$ cat config.mk
export PLATFORM = sky130hd
export DESIGN_NAME = hcc_queue
export DESIGN_NICKNAME = d
export VERILOG_FILES = /design/src/design/hcc_pkg.sv /design/src/design/hcc_queue.sv
export SDC_FILE = /design/constraint.sdc
export NUM_CORES = 1
export LEC_CHECK = 0
export BUFFER_PORTS_ARGS = -buffer_cell sky130_fd_sc_hd__buf_2
export CELL_PAD_IN_SITES_DETAIL_PLACEMENT = 1
export CELL_PAD_IN_SITES_GLOBAL_PLACEMENT = 2
export CORE_ASPECT_RATIO = 0.6
export CORE_MARGIN = 1
export CORE_UTILIZATION = 43
export CTS_BUF_LIST = sky130_fd_sc_hd__clkbuf_8
export DETAILED_ROUTE_END_ITERATION = 10
export GPL_TIMING_DRIVEN = 0
export PLACE_DENSITY = 0.95
export SYNTH_ARGS = -nofsm -noshare
export SYNTH_HDL_FRONTEND = slang
export SYNTH_SLANG_ARGS = --single-unit
$ cat constraint.sdc
create_clock -name clk -period 21 [get_ports clk]
set_clock_uncertainty 0.05 [all_clocks]
set_input_delay 2.1 -clock clk [delete_from_list [all_inputs] [get_ports clk]]
set_output_delay 2.1 -clock clk [all_outputs]
set_load 0.01 [all_outputs]
$ cat src/design/hcc_pkg.sv
// Shared types, codes and constants of the harness continuity classifier.
`timescale 1ns / 1ps
package hcc_pkg;
	localparam int HCC_PINS = 128;
	localparam int LINE_W = 128;
	localparam int PIN_W = 7;
	localparam int CNT_W = 8;
	localparam int CMD_W = 3;
	localparam int VERD_W = 4;
	localparam logic [CNT_W-1:0] TP_RESET = 8'd100;
	localparam logic [CNT_W-1:0] NO_PIN = 8'd128;

	localparam logic [CMD_W-1:0] CMD_CLEAR = 3'd0;
	localparam logic [CMD_W-1:0] CMD_LEARN = 3'd1;
	localparam logic [CMD_W-1:0] CMD_WRITE = 3'd2;
	localparam logic [CMD_W-1:0] CMD_START = 3'd3;
	localparam logic [CMD_W-1:0] CMD_TEST = 3'd4;
	localparam logic [CMD_W-1:0] CMD_PROBE = 3'd5;

	localparam logic [VERD_W-1:0] V_ACK = 4'd0;
	localparam logic [VERD_W-1:0] V_ERROR = 4'd1;
	localparam logic [VERD_W-1:0] V_NORMAL = 4'd2;
	localparam logic [VERD_W-1:0] V_OPEN = 4'd3;
	localparam logic [VERD_W-1:0] V_SHORT = 4'd4;
	localparam logic [VERD_W-1:0] V_MISPLACED = 4'd5;
	localparam logic [VERD_W-1:0] V_LEARNED = 4'd6;
	localparam logic [VERD_W-1:0] V_LEARN_OPEN = 4'd7;
	localparam logic [VERD_W-1:0] V_LEARN_MULT = 4'd8;

	// request as classified by the front end
	typedef struct packed {
		logic [CMD_W-1:0] cmd;
		logic [PIN_W-1:0] a_pin;
		logic [PIN_W-1:0] b_pin;
		logic [LINE_W-1:0] pattern;   // 1 = connected, masked to n pins
		logic a_ok;
		logic b_ok;
		logic [CNT_W-1:0] n;
	} hcc_req_t;

	// result and live tallies of the back end
	typedef struct packed {
		logic [VERD_W-1:0] verdict;
		logic [CNT_W-1:0] expected_pin;
		logic [CNT_W-1:0] actual_pin;
		logic [CNT_W-1:0] resp_count;
		logic [PIN_W-1:0] group_index;
		logic new_group;
		logic [CNT_W-1:0] normal_tally;
		logic [CNT_W-1:0] open_tally;
		logic [CNT_W-1:0] short_group_tally;
		logic [CNT_W-1:0] misplaced_tally;
		logic [CNT_W-1:0] learned_tally;
		logic learn_passed;
	} hcc_res_t;

	function automatic logic [CNT_W-1:0] sat_inc(input logic [CNT_W-1:0] v,
			input logic [CNT_W-1:0] lim);
		return (v < lim) ? v + 1'b1 : lim;
	endfunction
endpackage

$ cat src/design/hcc_queue.sv
// Two-entry request queue between front and back end.
`timescale 1ns / 1ps
module hcc_queue import hcc_pkg::*; (
	input  logic clk,
	input  logic arst_n,
	input  logic push,
	input  hcc_req_t wdata,
	output logic full,
	input  logic pop,
	output logic valid,
	output hcc_req_t rdata
);
	hcc_req_t mem_q [2];
	logic wr_q, rd_q;
	logic [1:0] cnt_q;
	logic do_push;

	assign full = cnt_q == 2'd2;
	assign valid = cnt_q != 2'd0;
	assign do_push = push && !full;
	assign rdata = mem_q[rd_q];

	always_ff @(posedge clk) begin
		if (do_push) begin
			mem_q[wr_q] <= wdata;
		end
	end

	always_ff @(posedge clk or negedge arst_n) begin
		if (!arst_n) begin
			wr_q <= 1'b0;
			rd_q <= 1'b0;
			cnt_q <= 2'd0;
		end else begin
			if (do_push) wr_q <= !wr_q;
			if (pop && valid) rd_q <= !rd_q;
			cnt_q <= cnt_q + 2'(do_push) - 2'(pop && valid);
		end
	end
endmodule

==> flow_summary.toml <==
[pwr]
peakVddDrop_mv = 0.0737
power_density_nw_per_um2 = 138
leakage_nw = 5.48

[route]
drt-pass1-iter-count = 4
antenna_left = 0
drt_iter0_drc = 292
drc = 0
vias_per_cell = 4.80
totalWireLength_um = 26800
vias = 6059
post_drt_wl_per_cell_um = 21.2

[cts]
cts_resized = 0
insertion_delay_ns = 0.57
cts_tree = "yes"
cts_setup_buffers = 0
cts_max_level = 2
cts_buffer_depth = 3
cts_buffers = 46
cts.reportedPaths.clkPinSlew_ns = 0.06
cts_root_buffer = "clkbuf_8"
clkSinkCount = 314
hold_buffers = 0

[yosys]
synth_seq_cells = 314
seq_area_frac_synth = 0.822
synth.distinct_cells = 15
yosys_warnings = 0
syn-num-nets = 661
avgSynthCellArea_um2 = 22.9
synthCells = 500
synth.cell_area_um2 = 11400

[floorplanning]
die-area_um2 = 27300
die_x_um = 213
core_area_um2 = 25700
rows = 45
initial_core_util = 0.446
die_y_um = 128
io_pins = 316

[timing]
period_share = 0.192
whs_ns = 0.491
drv_slew = 0
tns_ns = 0
rsz0062_at_grt = "no"
max_freq_mhz = 248
fin_crit_ns = 4.04
slew_headroom = 0.510
final_hold_viol_count = 0
setup_viol = 0
tightestPinTransition_ns = 0.734

[setup_path]
worstPathMaxFanout = 10
crit_chain = "buf_6 > buf_6 > mux2_2 > buf_2"
endpoint_kind = "output pin"
required_ns = 18.85
critPathBufInv = 3
arrival_ns = 1.89
critPathSlowestCell = "dfrtp_1"
critPathTopFamily = "buffers and inverters"
worst_path_most_repeated_cell = "buf_6"
worstSetupPathType = "reg2out"
startpoint_type = "flop"
max_stage_delay_ns = 0.39

[finish]
drive_gt1_frac = 0.612
finalNetCount = 1031
final_cell_count_no_fill = 1262
synthToLayoutAreaGrowth_pct = 26.8
fillers = 2413

[global_routing]
grt-ovfl-total = 0
antenna_found_initial = 9
grt_pass1_vias = 6732
gr-usage-all-layers = 0.198
grt_pass1_wl_um = 39500
grt_max_degree = 65

[placement]
numPortBuffers = 315
gp_congestion = 0.704
hpwl_um = 19000
placed_cells = 1174

[run_status]
outcome = "finished clean"

[flow_run]
drv_cap = 0

[min_path]
min_path_type = "reg2reg"
==> sequential cells by signal (all words and copies together) (netlist names) <==
register	cells
wr_q	1
mem_q	310
cnt_q	2
rd_q	1
==> stage by stage <==
stage	instance area, um2	setup WS (ns)	utilization	total power [W]
after global placement	13500	8.02	0.524	0.00156
after global routing	14500	16.83	0.564	0.00210
after floorplan	11400	11.65	-	0.00131
final	14500	16.96	0.565	0.00200
after detailed placement	13600	17.14	0.531	0.00156
after CTS	14500	16.86	0.564	0.00203
==> worst register-to-register path, stage by stage (launching register included) <==
cell and delay, ns:
dfrtp_1 0.39, or2b_1 0.22, nand2_1 0.18, nor2_4 0.61, buf_12 0.28, buf_12 0.24
==> final timing paths <==
check / from / end / slack (ns) / cells past startpoint
max: rd_q / rdata[10] / 16.96 / 4
min: cnt_q[0] / cnt_q[0] / 0.49 / 1
max reg2reg: cnt_q[1] / mem_q[0][143] / 18.69 / 5
min reg2reg: cnt_q[0] / cnt_q[0] / 0.49 / 1
max in group asynchronous: arst_n / rd_q / 19.49 / 1
min in group asynchronous: arst_n / wr_q / 1.27 / 1
==> Yosys cell counts <==
| cell | number | area [um2] |
|---|---|---|
| and2_2 | 1 | 7.51 |
| and3_1 | 1 | 6.26 |
| buf_2 | 1 | 5.00 |
| buf_6 | 16 | 180 |
| dfrtp_1 | 4 | 100 |
| edfxtp_1 | 310 | 9310 |
| ha_1 | 2 | 25.0 |
| inv_1 | 2 | 7.51 |
| mux2_2 | 155 | 1750 |
| nand2_1 | 1 | 3.75 |
| nor2_1 | 1 | 3.75 |
| or2_2 | 1 | 6.26 |
| or2b_1 | 1 | 7.51 |
| xnor2_1 | 3 | 26.3 |
| xor2_1 | 1 | 8.76 |
==> cells in the final DEF (no fill, tap or decap), drive strengths merged <==
cell type / netlist / layout
and3: 1 / 1
nand2: 1 / 1
clkbuf: 0 / 52
buf: 17 / 339
nor2: 1 / 1
bufinv: 0 / 1
or2b: 1 / 1
xnor2: 3 / 3
clkinv: 0 / 16
and2: 1 / 1
xor2: 1 / 1
mux2: 155 / 155
inv: 2 / 14
edfxtp: 310 / 310
ha: 2 / 2
dfrtp: 4 / 4
or2: 1 / 1
diode: 0 / 7
==> report_power, final <==
part / internal (W) / switching [W] / total [W]
combinational: 0.000298 / 0.000354 / 0.000652
clock: 0.000237 / 0.000221 / 0.000458
sequential: 0.000856 / 0.0000338 / 0.000889
total: 0.00139 / 0.000609 / 0.00200
==> layer usage <==
layer / vias up / part of all wire / routed length (um) / global-route usage
li1: 2751 / - / - / -
met1: 3025 / 0.38 / 10200 / 0.222
met2: 237 / 0.49 / 13200 / 0.336
met3: 40 / 0.11 / 2900 / 0.0937
met4: 6 / 0.016 / 433 / 0.0631
met5: - / 0.0013 / 34 / 0
==> final cells by class <==
type / instances / area [um2] / share of cell area
Sequential cell: 314 / 9410 / 0.649
Multi-Input combinational cell: 167 / 1850 / 0.128
Timing Repair Buffer: 322 / 1740 / 0.120
Clock buffer: 52 / 716 / 0.0493
Tap cell: 352 / 440 / 0.0304
Buffer: 17 / 185 / 0.0128
Clock inverter: 29 / 138 / 0.00949
Antenna cell: 7 / 17.5 / 0.00121
Inverter: 2 / 7.51 / 0.000518
==> kinds of logic after synthesis <==
group / share of synthesized area
flip-flops: 0.822
multiplexers: 0.153
buffers and inverters: 0.0168
AND/OR/NAND/NOR: 0.00306
XOR/XNOR: 0.00306
adder cells (fa/ha/maj): 0.00219
Note: power is estimated with default switching activity, not from simulation.
