## src/design/hcc_pkg.sv

```systemverilog
// Shared types, codes and constants of the harness continuity classifier.
`timescale 1ns / 1ps
package hcc_pkg;
	localparam int HCC_PINS = 128;
	localparam int LINE_W = 128;
	localparam int PIN_W = 7;
	localparam int CNT_W = 8;
	localparam int CMD_W = 3;
	localparam int VERD_W = 4;
	localparam logic [CNT_W-1:0] TP_RESET = 8'd100;
	localparam logic [CNT_W-1:0] NO_PIN = 8'd128;

	localparam logic [CMD_W-1:0] CMD_CLEAR = 3'd0;
	localparam logic [CMD_W-1:0] CMD_LEARN = 3'd1;
	localparam logic [CMD_W-1:0] CMD_WRITE = 3'd2;
	localparam logic [CMD_W-1:0] CMD_START = 3'd3;
	localparam logic [CMD_W-1:0] CMD_TEST = 3'd4;
	localparam logic [CMD_W-1:0] CMD_PROBE = 3'd5;

	localparam logic [VERD_W-1:0] V_ACK = 4'd0;
	localparam logic [VERD_W-1:0] V_ERROR = 4'd1;
	localparam logic [VERD_W-1:0] V_NORMAL = 4'd2;
	localparam logic [VERD_W-1:0] V_OPEN = 4'd3;
	localparam logic [VERD_W-1:0] V_SHORT = 4'd4;
	localparam logic [VERD_W-1:0] V_MISPLACED = 4'd5;
	localparam logic [VERD_W-1:0] V_LEARNED = 4'd6;
	localparam logic [VERD_W-1:0] V_LEARN_OPEN = 4'd7;
	localparam logic [VERD_W-1:0] V_LEARN_MULT = 4'd8;

	// request as classified by the front end
	typedef struct packed {
		logic [CMD_W-1:0] cmd;
		logic [PIN_W-1:0] a_pin;
		logic [PIN_W-1:0] b_pin;
		logic [LINE_W-1:0] pattern;   // 1 = connected, masked to n pins
		logic a_ok;
		logic b_ok;
		logic [CNT_W-1:0] n;
	} hcc_req_t;

	// result and live tallies of the back end
	typedef struct packed {
		logic [VERD_W-1:0] verdict;
		logic [CNT_W-1:0] expected_pin;
		logic [CNT_W-1:0] actual_pin;
		logic [CNT_W-1:0] resp_count;
		logic [PIN_W-1:0] group_index;
		logic new_group;
		logic [CNT_W-1:0] normal_tally;
		logic [CNT_W-1:0] open_tally;
		logic [CNT_W-1:0] short_group_tally;
		logic [CNT_W-1:0] misplaced_tally;
		logic [CNT_W-1:0] learned_tally;
		logic learn_passed;
	} hcc_res_t;

	function automatic logic [CNT_W-1:0] sat_inc(input logic [CNT_W-1:0] v,
			input logic [CNT_W-1:0] lim);
		return (v < lim) ? v + 1'b1 : lim;
	endfunction
endpackage

```

## src/design/hcc_front.sv

```systemverilog
// Front end: pin-count register, line masking and range checks.
`timescale 1ns / 1ps
module hcc_front import hcc_pkg::*; #(
	parameter int PINS = HCC_PINS
) (
	input  logic clk,
	input  logic arst_n,
	input  logic cfg_valid,
	output logic cfg_ready,
	input  logic [CNT_W-1:0] cfg_data,
	input  logic [CMD_W-1:0] command,
	input  logic [PIN_W-1:0] a_pin,
	input  logic [PIN_W-1:0] b_pin,
	input  logic [63:0] lines_low,
	input  logic [63:0] lines_high,
	output hcc_req_t req
);
	logic [CNT_W-1:0] total_q;
	logic [CNT_W-1:0] n;
	logic [LINE_W-1:0] mask;

	assign cfg_ready = 1'b1;

	always_ff @(posedge clk or negedge arst_n) begin
		if (!arst_n) begin
			total_q <= TP_RESET;
		end else if (cfg_valid) begin
			total_q <= cfg_data;
		end
	end

	assign n = (total_q > CNT_W'(PINS)) ? CNT_W'(PINS) : total_q;

	always_comb begin
		for (int j = 0; j < LINE_W; j++) begin
			mask[j] = CNT_W'(j) < n;
		end
	end

	always_comb begin
		req.cmd = command;
		req.a_pin = a_pin;
		req.b_pin = b_pin;
		req.pattern = ~{lines_high, lines_low} & mask;
		req.a_ok = {1'b0, a_pin} < n;
		req.b_ok = {1'b0, b_pin} < n;
		req.n = n;
	end
endmodule

```

## config.mk

```make
export PLATFORM = sky130hd
export DESIGN_NAME = hcc_front
export DESIGN_NICKNAME = d
export VERILOG_FILES = /design/src/design/hcc_pkg.sv /design/src/design/hcc_front.sv
export SDC_FILE = /design/constraint.sdc
export NUM_CORES = 1
export LEC_CHECK = 0
export BUFFER_PORTS_ARGS = -buffer_cell sky130_fd_sc_hd__buf_2
export CAP_MARGIN = 30
export CORE_AREA = 2 2 120 122
export DETAILED_ROUTE_END_ITERATION = 8
export DIE_AREA = 0 0 122 124
export GPL_ROUTABILITY_DRIVEN = 0
export PLACE_DENSITY = 0.46
export SYNTH_ARGS = -nofsm -noshare
export SYNTH_HDL_FRONTEND = slang
export SYNTH_SLANG_ARGS = --single-unit
```

## constraint.sdc

```tcl
create_clock -name clk -period 2.15 [get_ports clk]
set_input_delay 0.1075 -clock clk [delete_from_list [all_inputs] [get_ports clk]]
set_output_delay 0.1075 -clock clk [all_outputs]
set_load 0.02 [all_outputs]
```

==> summary.md, run 1 <==
| Metric | Value |
|---|---|
| Status | finished clean |
| Final WL | 16820 um |
| Count of cell types in the netlist | 39 |
| Nets | 822 |
| Multiplexer area fraction after synthesis | under 10% |
| Synth Area in Compound Gates | 39.99% |
| IO Count | 312 |
| Core ar. | 13720 sq um |
| Worst path slowest cell | dfrtp_2 |
| Vias | 3943 |
| Die Y | 124 um |
| Seq/Total Area, Yosys | under 10% |
| Mapped cell area | 2281 sq um |
| Tmin final | 2.123 ns |
| Max-Cap Viols | 0 |
| Clock buffer depth | 2 |
| Hold Path Stages | 3 |
| Grt total ovfl | 0 |
| DR pass1 iterations | 5 |
| Worst path buffer plus inverter count | 3 |
| Number of global-route vias before repair | 3562 |
| Inserted Clock Buffers | 3 |
| DP Worst Slack | 0.1576 ns |
| Wire per inst | 20.17 um |
| Async set-reset flop share out of synthesis | 100.0% |
| CTS clk-pin slew, worst paths | 0.03 ns |
| Static Leak | 2.246 nW |
| Post-synth net total | roughly 520 |
| CP delay by family, top | simple AND/OR/NAND/NOR gates |
| Port bufs | 304 |
| Slowest stage delay, CP | 0.44 ns |
| DRC viols | 0 |
| Setup TNS | 0 ns |
| Pwr dens | between 400 and 500 nW/um^2 |
| GRT Overall Usage | 19.35% |
| Die footprint | 15130 sq um |
| Top_reg_cell synth | dfrtp_1 |
| Final setup violation count | 0 |
| Worst Tran Pin Value | 0.6442 ns |
| Post-Synth Simple-Gate Area | 24.19% |
| Cell taking the most area after synthesis | a211oi_1 |
| Synth Area in Adders | 6.583% |
| Starting Density | between 15 and 20% |
| Post-Syn Instances | about 360 |
| Slew headroom | 56.60% |
| Hold/Removal Path Class | input port to register |
| Die Span X | about 120 um |
| Pins Over Slew Limit | 0 |
| DRT iter0 DRCs | between 100 and 150 |
| Startpoint types | register |
| First-pass GRT wire length | roughly 22000 um |
| Final Hold Viols | 0 |
| CP Max Fanout | 6 |
| Clk_skew | 0 ns |
| Arr. time, crit path | 2.02 ns |
| Initial antenna violation count | 2 |
| Fill cell count | approximately 1500 |
| Reg2reg path depth | 3 |
| Layout cell share with drive strength beyond 1 | 59.72% |
| Critical path depth | 7 |
| Vias per inst | 4.728 |
| DP Wirelength | 13720 um |
| Number of flip-flops under the largest register name | 8 |
| #FFs+latches synth | 8 |
| Max frequency | between 0.4 and 0.5 GHz |
| Crit Path Class | register to primary output |
| Biggest regs | total_q x8 |
| RSZ-0062 raised after global routing | true |
| Sink Count | 8 |
| Biggest register | total_q |
| Largest net degree at the start of global routing | 22 |
| Synth Warn # | 0 |
| Crit path cell chain | buf_6 > and2b_2 > buf_4 > and3_4 > nand2_4 > a211oi_1 > buf_2 |
| Max IR drop VDD | 309.5 uV |
| P&R area growth vs syn | 85.30% |
| Htree depth | 1 |
| EDFF count, synth | 0 |
| Final Util | 30.81% |
| CTS tree | built |
| CTS root buffer | clkbuf_16 |
| Post-route ant nets | 0 |
| Overall Power | 0.002101 W |
| Largest family of logic cells by synthesized area | compound AO/OA/AOI/OAI gates |
| WP data required | 2.04 ns |
| Post-Synth XOR/XNOR Area | 0% |
| Crit. End Element | primary output |
| Mean Syn Cell Area | around 6.4 sq um |
| Period utilization | 98.73% |
| Clock latency on the worst-skew pair | 0.23 ns |
| Top-area cell type share of the netlist area | 18.10% |
| Synth area leaders | a211oi_1, a21oi_1, buf_4, nor2_1, ha_1 |
| Rows | 43 |
| Post-route setup slack | 0.02739 ns |
## metrics by stage
step                      area [sq um]  hold WS (ns)  cells
final                             4227       0.08653    834
after global placement            3896      -0.04065    814
after global routing              4227        0.1047    834
after CTS                         4038       0.08660    821
after floorplan                   2281       -0.1881    355
after detailed placement          3896      -0.03723    814
## cells by family (layout without fill, tap and decap cells)
group                      Yosys count  after routing
buffers and inverters               63            360
and+or+nand+nor                    118            119
AOI/OAI and AO/OA                  147            147
other                                1              2
DFF                                  8              8
adders and majority gates           12             12
muxes                                6              6
## worst reg2reg max path, cell delays in order (launching register included)
cell and delay, ns:
dfrtp_1 0.40, buf_4 0.21, inv_1 0.30, o21ai_0 0.15
## placed cells by master (no fill, tap or decap), types with 6 or more instances in the layout
cell	instances
buf_2	304
nor2_1	46
a211oi_1	53
mux2_2	6
nand2_1	30
ha_1	11
nand3_1	8
inv_1	7
o21ai_0	9
a21oi_1	68
a31oi_1	6
buf_4	35
## layout make-up
| cell class | count | area, sq um | area share [%] |
|---|---|---|---|
| multi-input combinational | 285 | 1780 | 42.13 |
| tap | 180 | 225.2 | 5.329 |
| inverter | 10 | 41.29 | 0.9769 |
| clock buffer | 4 | 78.83 | 1.865 |
| sequential | 8 | 205.2 | 4.855 |
| antenna | 1 | 2.502 | 0.05921 |
| timing repair buffer | 346 | 1893 | 44.79 |
## power breakdown
group	switching [W]	total [W]	internal [W]	leakage (nW)
clock	0.0000732	0.000320	0.000247	0.0382
sequential	0.0000349	0.000206	0.000171	0.0898
combinational	0.00101	0.00157	0.000566	2.12
total	0.00112	0.00210	0.000985	2.25
## cell usage after synthesis (4+ instances only)
cell and count:
o21ai_0 9, nor3_1 4, buf_4 24, a31oi_1 6, buf_2 21, nand3_1 9
a21oi_1 68, nand2_1 31, mux2_2 6, a211oi_1 55, dfrtp_1 5, buf_6 5
ha_1 12, nor2_1 46, inv_1 9
## final timing paths
check / start / to / slack, ns
min in group asynchronous: arst_n / total_q[0] / 0.24
setup reg to reg: total_q[3] / total_q[3] / 0.95
hold / removal: cfg_data[7] / total_q[7] / 0.09
setup / recovery: total_q[7] / req[56] / 0.03
hold reg to reg: total_q[5] / total_q[5] / 0.69
max in group asynchronous: arst_n / total_q[5] / 1.67
## what timing repair did
| item | 4_1_cts | 5_1_grt |
|---|---|---|
| hold buffers | 1 | 0 |
| resized for setup | 10 | 16 |
| pin swaps | 0 | 4 |
| hold endpoints to repair | 8 | 0 |
| setup buffers | 2 | 10 |
| gates cloned | 0 | 2 |
| setup endpoints to repair | 21 | 58 |
## per-layer routing
layer  vias to the layer above  part of all wire [%]  GRT usage (%)
met1                      1849                    40          24.07
met5                         -                 0.077              0
met2                       199                    51          35.41
met4                         2                   1.4          3.807
li1                       1877                     -              -
met3                        16                   6.8          2.885
Note: power is estimated with default switching activity, not from simulation.
==> run 2: changes to the inputs <==
Settings changed: MAX_ROUTING_LAYER from default to met4.
==> run 2 against run 1 <==
Effect of this change:
- sequential share of layout area barely moved
- hold slack barely moved
- register-to-register slack barely moved
- sequential power barely moved
- largest power group unchanged
- die area did not move
==> summary.md, run 2 (same netlist as run 1, synthesis figures left out) <==
| Metric | Value |
|---|---|
| CTS root buffer | clkbuf_16 |
| Clk_skew | 0 ns (unchanged) |
| Biggest regs | total_q x8 |
| Inserted Clock Buffers | 3 (unchanged) |
| Overall Power | 0.002103 W (+0.12%) |
| Hold/Removal Path Class | input port to register |
| Number of flip-flops under the largest register name | 8 (unchanged) |
| Period utilization | 99.59% (+0.87 points) |
| Arr. time, crit path | 2.03 ns (about the same) |
| Biggest register | total_q |
| DR pass1 iterations | 4 (-1) |
| DRC viols | 0 (unchanged) |
| WP data required | 2.04 ns (about the same) |
| Status | finished clean |
| Htree depth | 1 (unchanged) |
| Vias per inst | 4.728 (about the same) |
| Largest net degree at the start of global routing | 22 (unchanged) |
| Core ar. | 13720 sq um (unchanged) |
| DP Wirelength | 13720 um (unchanged) |
| Clock latency on the worst-skew pair | 0.23 ns (about the same) |
| Worst hold margin | 0.08654 ns (+0.00001340 ns) |
| Max IR drop VDD | 309.3 uV (about the same) |
| RSZ-0062 raised after global routing | true |
| Worst Tran Pin Value | 0.6663 ns (+0.02217 ns) |
| CP Max Fanout | 5 (-1) |
| Grt total ovfl | 0 (unchanged) |
| CTS tree | built |
| Starting Density | 16.63% (unchanged) |
| Die footprint | 15130 sq um (unchanged) |
| Most common cell after layout, fill and taps aside | buf_2 |
| Post-route ant nets | 0 (unchanged) |
| Reg2reg path depth | 3 (unchanged) |
| Pwr dens | 497.4 nW/um^2 (about the same) |
| Final WL | 16840 um (+0.12%) |
| Number of global-route vias before repair | 3562 (unchanged) |
| Final Hold Viols | 0 (unchanged) |
| Most frequent cells in the layout | buf_2, a21oi_1, a211oi_1 |
| Final setup violation count | 0 (unchanged) |
| First-pass GRT wire length | 21620 um (-0.13%) |
| Crit. End Element | primary output |
| Final instance count without filler cells | 835 (+0.12%) |
| Static Leak | 2.246 nW (about the same) |
| Port bufs | 304 (unchanged) |
| Wire per inst | 20.17 um (about the same) |
| Tmin final | 2.141 ns (+0.01863 ns) |
| P&R area growth vs syn | 85.41% (about the same) |
| Nets | 822 (unchanged) |
| Crit Path Class | register to primary output |
| Pins Over Slew Limit | 0 (unchanged) |
| Slew headroom | 55.11% (-1.5 points) |
| Rows | 43 (unchanged) |
| Startpoint types | register |
| Post-placement cell count | 814 (unchanged) |
| Hold Path Stages | 3 (unchanged) |
| Max frequency | 0.4670 GHz (-0.87%) |
| Max-Cap Viols | 0 (unchanged) |
| Reg area | 205.2 sq um (unchanged) |
| GRT Overall Usage | 19.91% (+0.56 points) |
| Sink Count | 8 (unchanged) |
| CTS clk-pin slew, worst paths | 0.04 ns (about the same) |
| Layout cell share with drive strength beyond 1 | 59.72% (unchanged) |
| Area of the multi-input gates | 1780 sq um (unchanged) |
| Vias | 3948 (+0.13%) |
| IO Count | 312 (unchanged) |
| Initial antenna violation count | 2 (unchanged) |
| Fill cell count | 1545 (-0.065%) |
| Die Y | 124 um (unchanged) |
| DRT iter0 DRCs | 193 (+30%) |
| Die Span X | 122 um (unchanged) |
| Clock buffer depth | 2 (unchanged) |
run 2: cell types whose count changed in the layout (fill, tap and decap cells not counted):
cell     delta
diode_2     +1
run 2: critical path, cell delays in order (launching register included):
cell and delay (ns):
dfrtp_2 0.44, clkinvlp_4 0.14, buf_4 0.14, and3_1 0.25, nand2_2 0.19, a211oi_1 0.40
buf_2 0.24
run 2: path summary, 6_finish.rpt:
path	startpoint	endpoint	slack, ns
worst max-delay path	total_q[7]	req[86]	0.009
worst min-delay path	cfg_data[7]	total_q[7]	0.09
worst max register to register	total_q[3]	total_q[3]	0.95
worst min register to register	total_q[5]	total_q[5]	0.69
max in group asynchronous	arst_n	total_q[5]	1.67
min in group asynchronous	arst_n	total_q[0]	0.24
run 2: layer usage:
layer,global-route usage [%],wire (um),share of wire [%]
met1,23.96,6782,40
met2,35.58,8724,52
met3,2.885,1106,6.6
met4,3.807,229,1.4
met5,-,0,0
run 2: area by class of cell:
class                      instances  area share [%]
antenna                            2          0.1183
timing repair buffer             346           44.76
tap                              180           5.325
sequential                         8           4.852
clock buffer                       4           1.864
inverter                          10          0.9763
multi-input combinational        285           42.10
run 2: through the flow:
step / utilization (%) / cell area [sq um] / setup slack [ns] / setup TNS, ns
2_1_floorplan: - / 2281 / 0.05571 / 0
3_3_place_gp: 28.40 / 3896 / 0.1445 / 0
3_5_place_dp: 28.40 / 3896 / 0.1576 / 0
4_1_cts: 29.43 / 4038 / 0.009582 / 0
5_1_grt: 30.83 / 4229 / -0.03896 / -0.04165
6_report: 30.83 / 4229 / 0.008754 / 0
run 2: power by group:
group	internal (W)	total [W]	switching [W]
combinational	0.000566	0.00158	0.00101
sequential	0.000171	0.000206	0.0000345
clock	0.000247	0.000321	0.0000739
total	0.000985	0.00210	0.00112
run 2: what timing repair did:
action	4_1_cts	5_1_grt
gates cloned	0	2
buffers inserted	2	10
pin swaps	0	4
hold endpoints to repair	8	0
setup endpoints to repair	21	57
hold buffers	1	0
resized for setup	10	16
==> run 3: changes to the inputs <==
Clock period 2.15 ns to 2.2 ns, I/O delays scaled along.
==> run 3 against run 2 <==
Effect of this change:
- clock-buffer cell count did not move
- utilization fell by 0.67 points
- total power fell by 3.9%
- flip-flop and latch count did not move
- setup slack improved by 0.050 ns
- global-route usage rose by 0.077 points
- non-clock buffer count fell by 5
- final area fell by 2.2%
- combinational power fell by 6%
- register-to-register slack got worse by 0.04 ns
- die area did not move
- largest cell class unchanged
- largest power group unchanged
==> summary.md, run 3 (same netlist as run 1, synthesis figures left out) <==
| Metric | Value |
|---|---|
| Sequential share of power | 10.2% (+0.4 points) |
| Inserted Clock Buffers | 3 (unchanged) |
| Rows | 43 (unchanged) |
| Core ar. | 13720 sq um (unchanged) |
| Max IR drop VDD | 310.3 uV (+0.31%) |
| Htree depth | 1 (unchanged) |
| Biggest register | total_q |
| CTS tree | built |
| DRC viols | 0 (unchanged) |
| Crit. End Element | primary output |
| Max-Cap Viols | 0 (unchanged) |
| Most frequent cells in the layout | buf_2, a21oi_1, a211oi_1 |
| IO Count | 312 (unchanged) |
| Static Leak | 2.205 nW (-1.8%) |
| Post-route setup slack | 0.05875 ns (+0.04999 ns) |
| Slew headroom | 43.04% (-12 points) |
| Final setup violation count | 0 (unchanged) |
| Max frequency | 0.4670 GHz |
| DP Wirelength | 13700 um (-0.13%) |
| CP startpoint | total_q[7] |
| Pwr dens | 488.6 nW/um^2 (-1.8%) |
| Starting Density | 16.63% (unchanged) |
| Vias per inst | 4.747 (+0.39%) |
| Sink Count | 8 (unchanged) |
| Clock buffer depth | 2 (unchanged) |
| Final Hold Viols | 0 (unchanged) |
| RSZ-0062 raised after global routing | true |
| Hold/Removal Path Class | input port to register |
| Sw power | 0.001076 W (-3.8%) |
| Fill cell count | 1572 (+1.7%) |
| Clock latency on the worst-skew pair | 0.23 ns (about the same) |
| Die Span X | 122 um (unchanged) |
| Status | finished clean |
| Logic pwr share | 73.9% (-1.0 points) |
| Die Y | 124 um (unchanged) |
| Largest net degree at the start of global routing | 22 (unchanged) |
| Die footprint | 15130 sq um (unchanged) |
| CTS root buffer | clkbuf_16 |
| GRT Overall Usage | 19.99% (+0.077 points) |
| Tmin final | 2.141 ns |
| Clk_skew | 0 ns (unchanged) |
| Nets | 816 (-0.73%) |
| Pins Over Slew Limit | 0 (unchanged) |
| CTS clk-pin slew, worst paths | 0.04 ns (about the same) |
| First-pass GRT wire length | 21870 um (+1.2%) |
| Worst hold margin | 0.1050 ns (+0.01841 ns) |
| Crit Path Class | register to primary output |
| Wire per inst | 19.84 um (-1.7%) |
| Number of flip-flops under the largest register name | 8 (unchanged) |
| Number of global-route vias before repair | 3581 (+0.53%) |
| WP data required | 2.09 ns (+0.05 ns) |
| Worst Tran Pin Value | 0.8534 ns (+0.1871 ns) |
| Hold Startpoint | cfg_data[7] |
| Final WL | 16440 um (-2.4%) |
| DP Worst Slack | 0.1638 ns (+0.006227 ns) |
| Arr. time, crit path | 2.03 ns (about the same) |
| DR pass1 iterations | 5 (+1) |
| P&R area growth vs syn | 81.35% |
| Post-route ant nets | 0 (unchanged) |
| DRT iter0 DRCs | 116 (-40%) |
| Startpoint types | register |
| Initial antenna violation count | 2 (unchanged) |
| Port bufs | 304 (unchanged) |
| Vias | 3935 (-0.33%) |
| Most common cell after layout, fill and taps aside | buf_2 |
| Worst r2r src | total_q[7] |
| P_int | 0.0009445 W (-4.1%) |
| Switching share of power | 53.26% (+0.087 points) |
| CP Max Fanout | 7 (+2) |
| Period utilization | 97.33% |
| Layout cell share with drive strength beyond 1 | 58.73% (-0.99 points) |
| Clock power frac | 15.9% (+0.6 points) |
| Setup TNS | 0 ns (unchanged) |
| Grt total ovfl | 0 (unchanged) |
| Biggest regs | total_q x8 |
==> run 3: final timing paths <==
kind / slack, ns / cells past startpoint / end
max: 0.06 / 6 / req[86]
min: 0.10 / 3 / total_q[7]
max reg2reg: 0.91 / 5 / total_q[7]
min reg2reg: 0.64 / 1 / total_q[5]
max in group asynchronous: 1.71 / 2 / total_q[2]
min in group asynchronous: 0.25 / 2 / total_q[1]
==> run 3: power by group through the flow <==
stage	Sequential (W)	Combinational (W)	Clock (W)
after detailed placement	0.000204	0.00145	0
after CTS	0.000204	0.00146	0.000329
after global routing	0.000210	0.00161	0.000336
after global placement	0.000204	0.00144	0
final	0.000207	0.00149	0.000320
after floorplan	0.000176	0.000888	0
==> run 3: layout make-up <==
cell class / count / area, sq um / share of cell area [%]
inverters: 10 / 41.29 / 0.9982
diodes: 2 / 5.005 / 0.1210
multi-input cells: 284 / 1752 / 42.35
well taps: 180 / 225.2 / 5.445
flip-flops and latches: 8 / 212.7 / 5.142
clock buffers: 4 / 78.83 / 1.906
repair buffers: 341 / 1822 / 44.04
==> run 3: routing by layer <==
layer	share of wire [%]	GRT usage [%]
met5	0	-
met3	6.6	2.244
met2	50	35.51
met4	2.2	4.813
met1	41	24.23
==> run 3: critical path, cell delays in order (launching register included) <==
cell	delay [ns]
dfrtp_2	0.41
buf_4	0.15
clkinvlp_4	0.16
and3_1	0.28
nand2_2	0.20
a211oi_1	0.36
buf_2	0.24
==> run 3: metrics by stage <==
stage	utilization (%)	cells	cell area (sq um)	power (W)
3_5_place_dp	28.29	812	3881	0.001654
4_1_cts	29.15	819	3999	0.001998
2_1_floorplan	-	355	2281	0.001063
6_report	30.15	829	4136	0.002021
5_1_grt	30.15	829	4136	0.002156
3_3_place_gp	28.29	812	3881	0.001645
==> run 3: what timing repair did <==
action	4_1_cts	5_1_grt
hold endpoints to repair	8	0
gates resized for setup	4	16
pin swaps	0	2
hold buffers	1	0
endpoints found under the setup margin	16	36
setup buffers	2	8
